### src/hdl/sorted_wait_queue_with_service_slots_unit_assert.svh
// ---------------------------------------------------------------------------
// sorted wait queue assertion macros
// clocked implication checks shared by the queue rtl
// ---------------------------------------------------------------------------
`ifndef SORTED_WAIT_QUEUE_WITH_SERVICE_SLOTS_UNIT_ASSERT_SVH
`define SORTED_WAIT_QUEUE_WITH_SERVICE_SLOTS_UNIT_ASSERT_SVH

// same-cycle implication
`define SWQ_ASSERT_NOW(label, clk, rst, ante, cons) \
  label: assert property (@(posedge clk) disable iff (rst) (ante) |-> (cons)) \
    else $error("queue check failed");

// next-cycle implication
`define SWQ_ASSERT_NEXT(label, clk, rst, ante, cons) \
  label: assert property (@(posedge clk) disable iff (rst) (ante) |=> (cons)) \
    else $error("queue check failed");

`endif

### src/hdl/swq_pkg.sv
// ---------------------------------------------------------------------------
// swq_pkg
// types and codes of the sorted wait queue
// ---------------------------------------------------------------------------
`default_nettype none

package swq_pkg;

  localparam int KEY_W = 48;

  typedef logic [KEY_W-1:0] key_t;

  typedef enum logic [1:0] {
    CMD_INSERT = 2'd0,
    CMD_START  = 2'd1,
    CMD_FINISH = 2'd2
  } cmd_t;

  typedef enum logic [1:0] {
    ST_OK      = 2'd0,
    ST_FULL    = 2'd1,
    ST_EMPTY   = 2'd2,
    ST_BADSLOT = 2'd3
  } status_t;

  typedef struct packed {
    cmd_t        cmd;
    logic [15:0] cust_id;
    logic [15:0] arrival;
    logic [15:0] service_len;
    logic        slot;
  } in_word_t;

  typedef struct packed {
    status_t     status;
    logic [15:0] entry_id;
    logic        entry_slot;
    logic [8:0]  queue_len;
    logic [1:0]  busy_servers;
  } out_word_t;

  // broadcast to every cell of the row
  typedef struct packed {
    logic insert;
    logic remove;
    key_t key;
    logic slot;
  } cell_ctl_t;

endpackage

`default_nettype wire

### src/hdl/swq_cell.sv
// ---------------------------------------------------------------------------
// swq_cell
// one position of the sorted row: compare, hold, shift up or shift down
// ---------------------------------------------------------------------------
`default_nettype none

module swq_cell #(
  parameter int IDX = 0,
  parameter int CW  = 9
) (
  input  wire logic              clk,
  input  wire swq_pkg::cell_ctl_t ctl,
  input  wire logic [CW-1:0]     count,
  input  wire logic [1:0]        in_service,
  input  wire logic              left_take,
  input  wire swq_pkg::key_t     left_entry,
  input  wire swq_pkg::key_t     right_entry,
  output logic                   take,
  output swq_pkg::key_t          entry
);

  logic at_or_above_count;
  logic waiting;
  logic shift_down;

  assign at_or_above_count = CW'(IDX) >= count;
  assign waiting           = CW'(IDX) >= CW'(in_service);
  // this cell sits at or after the insertion point
  assign take       = at_or_above_count || (waiting && (entry > ctl.key));
  assign shift_down = CW'(IDX) >= CW'(ctl.slot);

  always_ff @(posedge clk) begin
    if (ctl.insert && take) begin
      entry <= left_take ? left_entry : ctl.key;
    end else if (ctl.remove && shift_down) begin
      entry <= right_entry;
    end
  end

endmodule

`default_nettype wire

### config.mk
export PLATFORM = sky130hd
export DESIGN_NAME = swq_cell
export DESIGN_NICKNAME = d
export VERILOG_FILES = /design/src/hdl/sorted_wait_queue_with_service_slots_unit_assert.svh /design/src/hdl/swq_pkg.sv /design/src/hdl/swq_cell.sv
export SDC_FILE = /design/constraint.sdc
export NUM_CORES = 1
export LEC_CHECK = 0
export BUFFER_PORTS_ARGS = -buffer_cell sky130_fd_sc_hd__buf_2
export CAP_MARGIN = 20
export CORE_MARGIN = 2
export CORE_UTILIZATION = 46
export DETAILED_ROUTE_END_ITERATION = 16
export PLACE_DENSITY = 0.93
export SYNTH_ARGS = -nofsm -noshare
export SYNTH_HDL_FRONTEND = slang
export SYNTH_SLANG_ARGS = --single-unit
export TNS_END_PERCENT = 20
### constraint.sdc
create_clock -name clk -period 4.55 [get_ports clk]
set_input_delay 0.91 -clock clk [delete_from_list [all_inputs] [get_ports clk]]
set_output_delay 0.91 -clock clk [all_outputs]
set_load 0.02 [all_outputs]
==> results of run 1 <==
-- per-stage QoR --
| step | worst slack [ns] | cells | hold slack, ns | util, % |
|---|---|---|---|---|
| floorplan | 0.5250 | 402 | 1.105 | - |
| global placement | 0.5438 | 694 | 1.209 | 60.50 |
| detailed placement | 0.4362 | 694 | 1.198 | 60.50 |
| CTS | 0.5507 | 702 | 0.8879 | 61.48 |
| global route | 0.3981 | 703 | 0.8828 | 61.73 |
| finish | 0.5723 | 703 | 0.8896 | 61.73 |
-- path summary, 6_finish.rpt --
check                        from        end  slack (ns)  depth (start not counted)
setup reg to reg        entry[47]  entry[11]        1.42                          8
setup / recovery          ctl[48]       take        0.57                         11
hold / removal    right_entry[46]  entry[46]        0.89                          2
hold reg to reg         entry[31]  entry[47]        1.54                          5
-- cell type report --
cell class | count | area (um^2) | share of cell area, %
Multi-Input combinational cell | 278 | 2082 | 41.47
Clock buffer | 7 | 76.32 | 1.520
Clock inverter | 1 | 3.754 | 0.07476
Tap cell | 105 | 131.4 | 2.616
Timing Repair Buffer | 214 | 1099 | 21.88
Inverter | 50 | 187.7 | 3.738
Sequential cell | 48 | 1441 | 28.71
-- cells in the mapped netlist --
| library cell | number | area share (%) |
|---|---|---|
| o31a_2 | 1 | 0.26 |
| or2_2 | 1 | 0.16 |
| a21oi_1 | 20 | 2.6 |
| clkbuf_1 | 16 | 1.6 |
| o21ai_0 | 5 | 0.65 |
| nor4_2 | 1 | 0.33 |
| a211oi_1 | 2 | 0.39 |
| buf_2 | 6 | 0.78 |
| nand3_1 | 6 | 0.78 |
| a21oi_2 | 1 | 0.23 |
| ha_1 | 48 | 16 |
| and4_1 | 3 | 0.69 |
| a221oi_1 | 2 | 0.46 |
| o22a_1 | 48 | 11 |
| o22ai_1 | 1 | 0.16 |
| nor2_1 | 3 | 0.29 |
| inv_1 | 50 | 4.9 |
| o31ai_1 | 1 | 0.20 |
| nor4_1 | 3 | 0.49 |
| a21o_1 | 5 | 0.98 |
| buf_6 | 3 | 0.88 |
| nand2_1 | 60 | 5.9 |
| or4_1 | 1 | 0.20 |
| a21boi_0 | 1 | 0.20 |
| nor2b_1 | 1 | 0.16 |
| mux2i_1 | 1 | 0.26 |
| nand4b_1 | 1 | 0.23 |
| o21a_1 | 4 | 0.78 |
| nand4_1 | 8 | 1.3 |
| o211ai_1 | 49 | 9.6 |
| or2_0 | 1 | 0.16 |
| buf_4 | 1 | 0.20 |
| edfxtp_1 | 48 | 38 |
-- cells by family after synthesis --
family | synth area share [%]
AO/OA/AOI/OAI | 27.48
adder cells (fa/ha/maj) | 15.67
buffers and inverters | 8.323
flip-flops | 37.60
multiplexers | 0.2611
AND/OR/NAND/NOR | 10.67
-- per-layer routing --
metal,vias to the layer above,track usage [%]
met3,17,3.715
li1,1916,-
met2,179,48.30
met1,1821,28.46
met5,-,0
met4,0,9.179
-- power by group through the flow --
stage | Sequential, uW | Clock (uW) | Combinational [uW]
after floorplan | 581 | 0 | 181
after global placement | 548 | 0 | 342
after detailed placement | 549 | 0 | 359
after CTS | 539 | 254 | 361
after global routing | 542 | 271 | 402
final | 539 | 251 | 364
==> flow_metrics.py, run 1 <==
metrics = {
    "power": {
        "power_frac_seq_pct": 46.7,
        "power.density_nw_per_um2": 229.8,
        "pwr-share-clk_pct": 21.8,
        "sw_frac_of_total_pct": 31.31,
        "irDropWorstVdd_v": 0.0001141,
        "leakage_uw": 0.002418,
        "combPwrFrac_pct": 31.5,
        "p_switching_uw": 361.2,
        "intPower_uw": 792.6,
        "power_uw": 1154,
    },
    "floorplanning": {
        "die_h_um": 95.29,
        "fp.dieArea_um2": 9080,
        "initial_utilization_pct": 47.13,
        "die-width_um": 95.29,
        "ios": 209,
        "core_area_um2": 8134,
        "fp-row-count": 33,
    },
    "drt": {
        "drtIter0Drc": 164,
        "routed.top_layer": "met4",
        "vias": 3933,
        "wl_um": 11860,
        "dr.pass1.iters": 4,
        "via_per_inst": 5.595,
        "drt-wirelength-per-cell_um": 16.87,
        "met1Wirelength_um": 4590,
        "ant_nets": 0,
        "drc": 0,
        "wl_met3_um": 840,
        "dr_wl_met2_um": 6187,
    },
    "logic_synthesis": {
        "synth_nets": 610,
        "synth_area_um2": 3834,
        "synth_cells": 402,
        "synth_seq_area_share_pct": 37.60,
        "ys_warn_count": 0,
        "synth.distinct_cells": 33,
        "avgSynthCellArea_um2": 9.537,
        "synth-seq-cells": 48,
    },
    "layout": {
        "drive_above_1_share_pct": 37.46,
        "final_common_cell": "buf_2",
        "antenna_cells": 0,
        "fin_area_um2": 5021,
        "nFillCells": 671,
        "reg.largest.list": "entry: 48 flops",
        "area_growth_pct": 30.97,
        "mostFrequentLayoutCells": "buf_2, nand2_1, inv_1",
        "largest_reg_flops": 48,
        "regMostFlops": "entry",
        "finalNetCount": 805,
    },
    "sta": {
        "timing.final.crit_share_pct": 87.42,
        "fin_crit_ns": 3.978,
        "maxSlewHeadroom_pct": 57.74,
        "skew_ns": 0.007547,
        "final.setup.tns_ns": 0,
        "tightestPinTransition_ns": 0.6281,
        "slew_violations": 0,
        "hold_viol": 0,
        "clock.fmax_mhz": 251.4,
        "setup_violations": 0,
        "rsz0062_at_grt": "false",
    },
    "setup_path": {
        "cp_data_required_time_ns": 3.64,
        "crit_chain": "buf_2, inv_1, ha_1, nand4_1, or4_1, or2_0, o22ai_1, a21o_1, a21oi_4, inv_1, buf_2",
        "crit_fanout": 3,
        "crit_family": "simple AND/OR/NAND/NOR gates",
        "startpoint_type": "primary input",
        "cpPeakStageDelay_ns": 0.61,
        "cp.arrival_ns": 3.07,
        "crit_buf_inv": 4,
        "path_class": "primary input to output pin",
        "cp_slowest_cell": "or4_1",
        "end_kind": "output pin",
    },
    "clock_tree": {
        "cts_tree": "built",
        "clk_pin_slew_ns": 0.09,
        "cts_root_buf": "clkbuf_8",
        "htree_levels": 2,
        "cts-buffers-inserted": 5,
        "clockBufferDepth": 2,
        "clock_latency_ns": 0.30,
        "ctsHoldBuffers": 0,
        "cts_resized": 0,
        "clock_sinks": 48,
        "cts_setup_buffers": 0,
    },
    "placed_design": {
        "dpl-instance-area_um2": 4921,
        "place_hpwl_um": 8989,
        "portBuffers": 208,
        "place.gp.congestion": 0.8677,
    },
    "global_route": {
        "grt_pass1_vias": 3906,
        "grt_use_total_pct": 25.40,
        "grt_pass1_wl_um": 17780,
        "grt-ovfl-total": 0,
        "antenna_found_initial": 0,
        "grt_max_degree": 49,
    },
    "job": {
        "maxCapViolCount": 0,
    },
    "worst_hold_path": {
        "holdCritPathClass": "primary input to flip-flop",
    },
    "run_status": {
        "status": "complete, no violations",
    },
}
Note: power is estimated with default switching activity, not from simulation.
==> inputs of run 2 (changes only) <==
--- a/config.mk
+++ b/config.mk
@@ -8,9 +8,9 @@
 export BUFFER_PORTS_ARGS = -buffer_cell sky130_fd_sc_hd__buf_2
 export CAP_MARGIN = 20
 export CORE_MARGIN = 2
-export CORE_UTILIZATION = 46
+export CORE_UTILIZATION = 49
 export DETAILED_ROUTE_END_ITERATION = 16
-export PLACE_DENSITY = 0.93
+export PLACE_DENSITY = 0.95
 export SYNTH_ARGS = -nofsm -noshare
 export SYNTH_HDL_FRONTEND = slang
 export SYNTH_SLANG_ARGS = --single-unit
==> constraint.sdc (replaced) <==
create_clock -name clk -period 4.8 [get_ports clk]
set_input_delay 0.96 -clock clk [delete_from_list [all_inputs] [get_ports clk]]
set_output_delay 0.96 -clock clk [all_outputs]
set_load 0.02 [all_outputs]
==> run 2 against run 1 <==
  * Critical path depth unchanged
  * Sequential cell count unchanged
  * Utilization grew 4.2 points
  * Largest power group unchanged
==> flow_metrics.py, run 2 (same netlist as run 1, synthesis figures left out) <==
metrics = {
    "floorplanning": {
        "die-width_um": 92.45,
        "initial_utilization_pct": 50.13,
        "fp-row-count": 32,
        "core_area_um2": 7647,
        "die_h_um": 92.45,
        "ios": 209,
        "fp.dieArea_um2": 8547,
    },
    "global_route": {
        "grt_use_total_pct": 25.40,
        "antenna_found_initial": 0,
        "grt_pass1_wl_um": 17440,
        "grt_pass1_vias": 3918,
        "grt-ovfl-total": 0,
        "grt_max_degree": 52,
    },
    "setup_path": {
        "path_class": "primary input to output pin",
        "end_kind": "output pin",
        "startpoint": "ctl[44]",
        "reg2regPathDepth": 8,
        "cp.arrival_ns": 3.07,
        "reg2reg_from": "entry[45]",
        "cp_data_required_time_ns": 3.84,
        "startpoint_type": "primary input",
        "rr_endpoint": "entry[9]",
        "crit_fanout": 3,
        "ff2ff_setup_slack_ns": 1.70,
    },
    "clock_tree": {
        "clock_sinks": 48,
        "cts_resized": 0,
        "cts_root_buf": "clkbuf_8",
        "clock_latency_ns": 0.30,
        "cts_tree": "built",
        "htree_levels": 2,
        "cts_setup_buffers": 0,
        "cts-buffers-inserted": 5,
        "ctsHoldBuffers": 0,
        "clockBufferDepth": 2,
        "clk_pin_slew_ns": 0.09,
    },
    "power": {
        "pwr-share-clk_pct": 25.4,
        "sw_frac_of_total_pct": 29.86,
        "combPwrFrac_pct": 29.9,
        "power.density_nw_per_um2": 226.5,
        "irDropWorstVdd_v": 0.0001055,
        "intPower_uw": 801.3,
        "leakage_uw": 0.002431,
        "p_switching_uw": 341.1,
        "power_frac_seq_pct": 44.8,
    },
    "placed_design": {
        "dpl-instance-area_um2": 4917,
        "place_hpwl_um": 8799,
        "portBuffers": 208,
        "place.gp.congestion": 0.9085,
    },
    "sta": {
        "tightestPinTransition_ns": 0.6456,
        "slew_violations": 0,
        "hold_viol": 0,
        "rsz0062_at_grt": "false",
        "timing.final.crit_share_pct": 83.98,
        "fin_crit_ns": 4.031,
        "skew_ns": 0.006769,
        "final.setup.tns_ns": 0,
        "clock.fmax_mhz": 248.1,
        "maxSlewHeadroom_pct": 56.56,
        "setup_violations": 0,
    },
    "drt": {
        "drtIter0Drc": 200,
        "dr.pass1.iters": 4,
        "drt-wirelength-per-cell_um": 16.14,
        "drc": 0,
        "vias": 3990,
        "wl_um": 11300,
        "via_per_inst": 5.700,
        "ant_nets": 0,
    },
    "worst_hold_path": {
        "holdPathStages": 2,
        "holdCritPathClass": "primary input to flip-flop",
        "min_to": "entry[46]",
        "worstHoldStart": "right_entry[46]",
    },
    "run_status": {
        "status": "complete, no violations",
    },
    "layout": {
        "nFillCells": 643,
        "fin_area_um2": 5044,
        "final_common_cell": "buf_2",
        "drive_above_1_share_pct": 37.63,
        "antenna_cells": 0,
        "reg.largest.list": "entry: 48 flops",
        "finalNetCount": 805,
        "largest_reg_flops": 48,
        "mostFrequentLayoutCells": "buf_2, nand2_1, inv_1",
        "area_growth_pct": 31.56,
        "regMostFlops": "entry",
    },
    "job": {
        "maxCapViolCount": 0,
    },
}
[run 2: cell type report]
| cell class | count | area, um^2 | area share, % |
|---|---|---|---|
| Timing Repair Buffer | 214 | 1099 | 21.78 |
| Multi-Input combinational cell | 278 | 2082 | 41.28 |
| Clock inverter | 3 | 37.54 | 0.7442 |
| Sequential cell | 48 | 1441 | 28.58 |
| Tap cell | 102 | 127.6 | 2.530 |
| Clock buffer | 5 | 68.82 | 1.364 |
| Inverter | 50 | 187.7 | 3.721 |
[run 2: how the worst max path moves through the flow]
stage / endpoint / depth (start not counted)
finish: take / 11
global route: take / 11
CTS: take / 11
detailed placement: entry[14] / 9
global placement: take / 11
floorplan: entry[0] / 9
[run 2: power by group through the flow]
stage	logic [uW]	registers (uW)	clock network, uW
floorplan	172	551	0
global placement	323	520	0
detailed placement	337	521	0
CTS	339	512	292
global route	378	514	306
finish	341	511	290
[run 2: per-layer routing]
layer / routed length, um / up-vias / GRT usage, % / share of wire [%]
li1: - / 1911 / - / -
met3: 921 / 29 / 5.940 / 8.2
met1: 4456 / 1842 / 28.19 / 39
met5: 0 / - / 0 / 0
met2: 5595 / 208 / 45.80 / 50
met4: 322 / 0 / 11.69 / 2.9
[run 2: stage by stage]
step	util, %	worst slack, ns	power, uW	hold WS [ns]	std cells
finish	65.95	0.7690	1142	0.9430	700
global placement	64.30	0.8404	842.8	1.246	691
floorplan	-	0.7250	722.7	1.155	402
CTS	65.69	0.7643	1143	0.9404	699
global route	65.95	0.6313	1198	0.9412	700
detailed placement	64.30	0.7033	858.1	1.254	691
[run 2: critical path, stage by stage]
cell      delay [ns]
buf_2           0.08
inv_1           0.05
ha_1            0.32
nand4_1         0.18
nor4_1          0.47
nand4b_1        0.20
o21a_1          0.27
a21o_1          0.20
a21oi_4         0.12
inv_1           0.06
buf_2           0.16
==> inputs of run 3 (changes only) <==
--- a/config.mk
+++ b/config.mk
@@ -8,9 +8,9 @@
 export BUFFER_PORTS_ARGS = -buffer_cell sky130_fd_sc_hd__buf_2
 export CAP_MARGIN = 20
 export CORE_MARGIN = 2
-export CORE_UTILIZATION = 49
+export CORE_UTILIZATION = 46
 export DETAILED_ROUTE_END_ITERATION = 16
-export PLACE_DENSITY = 0.95
+export PLACE_DENSITY = 0.93
 export SYNTH_ARGS = -nofsm -noshare
 export SYNTH_HDL_FRONTEND = slang
 export SYNTH_SLANG_ARGS = --single-unit
==> constraint.sdc (replaced) <==
create_clock -name clk -period 4.05 [get_ports clk]
set_input_delay 0.81 -clock clk [delete_from_list [all_inputs] [get_ports clk]]
set_output_delay 0.81 -clock clk [all_outputs]
set_load 0.02 [all_outputs]
==> run 3 against run 2 <==
  * Count of clock-buffer cells in the layout up 2
  * Combinational power up 20%
  * First-iteration DRC count decreased by 34%
  * Total power is 13% higher
  * Clock power fell by 4%
  * Utilization fell by 4.0 points
  * Sequential cell count unchanged
  * Clock skew is essentially flat
  * Global-route usage fell by 0.92 points
  * Critical endpoint unchanged
  * Largest cell class unchanged
  * Highest routed layer unchanged
==> flow_metrics.py, run 3 (same netlist as run 1, synthesis figures left out) <==
metrics = {
    "run_status": {
        "status": "complete, no violations",
    },
    "sta": {
        "setup_slack_ns": 0.3962,
        "slew_violations": 0,
        "timing.final.crit_share_pct": 90.22,
        "rsz0062_at_grt": "false",
        "fin_crit_ns": 3.654,
        "tightestPinTransition_ns": 0.6957,
        "maxSlewHeadroom_pct": 53.62,
        "hold_viol": 0,
        "clock.fmax_mhz": 273.7,
        "setup_violations": 0,
        "timing.hold.ws_ns": 0.8132,
        "final.setup.tns_ns": 0,
        "skew_ns": 0.007069,
    },
    "setup_path": {
        "reg2reg_from": "entry[35]",
        "cp_data_required_time_ns": 3.24,
        "crit_end": "take",
        "cp.arrival_ns": 2.84,
        "crit_fanout": 3,
        "end_kind": "output pin",
        "rr_endpoint": "entry[46]",
        "startpoint_type": "primary input",
        "ff2ff_setup_slack_ns": 1.07,
        "reg2regPathDepth": 9,
        "path_class": "primary input to output pin",
        "startpoint": "ctl[48]",
    },
    "layout": {
        "final_common_cell": "buf_2",
        "largest_reg_flops": 48,
        "area_growth_pct": 31.49,
        "regMostFlops": "entry",
        "drive_above_1_share_pct": 37.56,
        "fin_cells": 704,
        "reg.largest.list": "entry: 48 flops",
        "antenna_cells": 0,
        "nFillCells": 676,
        "mostFrequentLayoutCells": "buf_2, nand2_1, inv_1",
        "finalNetCount": 806,
    },
    "clock_tree": {
        "clock_sinks": 48,
        "cts_root_buf": "clkbuf_8",
        "htree_levels": 2,
        "cts_setup_buffers": 0,
        "cts_resized": 0,
        "clockBufferDepth": 2,
        "cts_tree": "built",
        "clock_latency_ns": 0.30,
        "clk_pin_slew_ns": 0.09,
        "ctsHoldBuffers": 0,
        "cts-buffers-inserted": 5,
    },
    "global_route": {
        "grt_pass1_vias": 3778,
        "grt_pass1_wl_um": 17280,
        "antenna_found_initial": 0,
        "grt_max_degree": 57,
        "grt-ovfl-total": 0,
        "grt_use_total_pct": 24.48,
    },
    "drt": {
        "via_per_inst": 5.634,
        "dr.pass1.iters": 4,
        "drtIter0Drc": 132,
        "vias": 3966,
        "drt-wirelength-per-cell_um": 16.51,
        "wl_um": 11620,
        "ant_nets": 0,
        "drc": 0,
    },
    "floorplanning": {
        "die-width_um": 95.29,
        "die_h_um": 95.29,
        "initial_utilization_pct": 47.13,
        "fp.dieArea_um2": 9080,
        "fp-row-count": 33,
        "ios": 209,
        "core_area_um2": 8134,
    },
    "worst_hold_path": {
        "holdCritPathClass": "primary input to flip-flop",
    },
    "power": {
        "power_uw": 1293,
        "power.density_nw_per_um2": 256.4,
        "irDropWorstVdd_v": 0.0001263,
        "leakage_uw": 0.002428,
    },
    "placed_design": {
        "portBuffers": 208,
        "place_ws_ns": 0.2023,
        "place_hpwl_um": 8930,
        "place.gp.congestion": 0.8743,
        "dp_cells": 695,
    },
    "job": {
        "maxCapViolCount": 0,
    },
}
[run 3: changes by cell type in the layout (fill, tap and decap cells not counted), sizes merged]
cell / delta
buf: +1
clkinv: -1
clkbuf: +2
bufinv: -1
[run 3: worst max-delay path, cell delays in order]
cell,delay (ns)
buf_2,0.07
inv_1,0.05
ha_1,0.30
nand4_1,0.16
or4_1,0.59
or2_0,0.24
o22ai_1,0.16
a21o_1,0.18
a21oi_4,0.04
inv_1,0.07
buf_2,0.16
[run 3: power by group]
group / internal, uW / switching, uW
clock network: 121 / 157
registers: 588 / 17.6
logic: 183 / 226
total: 892 / 400
[run 3: worst min-delay path by stage]
stage / start / to / slack [ns] / depth (start not counted)
global placement: right_entry[46] / entry[46] / 1.11 / 2
global route: right_entry[1] / entry[1] / 0.81 / 2
CTS: right_entry[13] / entry[13] / 0.81 / 2
floorplan: right_entry[46] / entry[46] / 1.01 / 1
detailed placement: right_entry[13] / entry[13] / 1.12 / 2
finish: right_entry[9] / entry[9] / 0.81 / 2
[run 3: area by class of cell]
cell class / instances / area [um^2] / share of cell area (%)
Tap cell: 105 / 131.4 / 2.606
Clock buffer: 7 / 76.32 / 1.514
Multi-Input combinational cell: 278 / 2082 / 41.30
Clock inverter: 1 / 3.754 / 0.07446
Sequential cell: 48 / 1441 / 28.59
Inverter: 50 / 187.7 / 3.723
Timing Repair Buffer: 215 / 1119 / 22.19
[run 3: metal layers]
| layer | share of wire (%) | routed length [um] | vias to the layer above | track usage [%] |
|---|---|---|---|---|
| met5 | 0 | 0 | - | 0 |
| met4 | 1.4 | 166 | 0 | 6.280 |
| met3 | 6.7 | 780 | 17 | 3.874 |
| met2 | 52 | 6039 | 182 | 46.13 |
| met1 | 40 | 4635 | 1849 | 28.67 |
| li1 | - | - | 1918 | - |
[run 3: metrics by stage]
stage / utilization [%] / cell area, um^2
floorplan: - / 3834
global placement: 60.74 / 4941
detailed placement: 60.74 / 4941
CTS: 61.73 / 5021
global route: 61.98 / 5041
finish: 61.98 / 5041
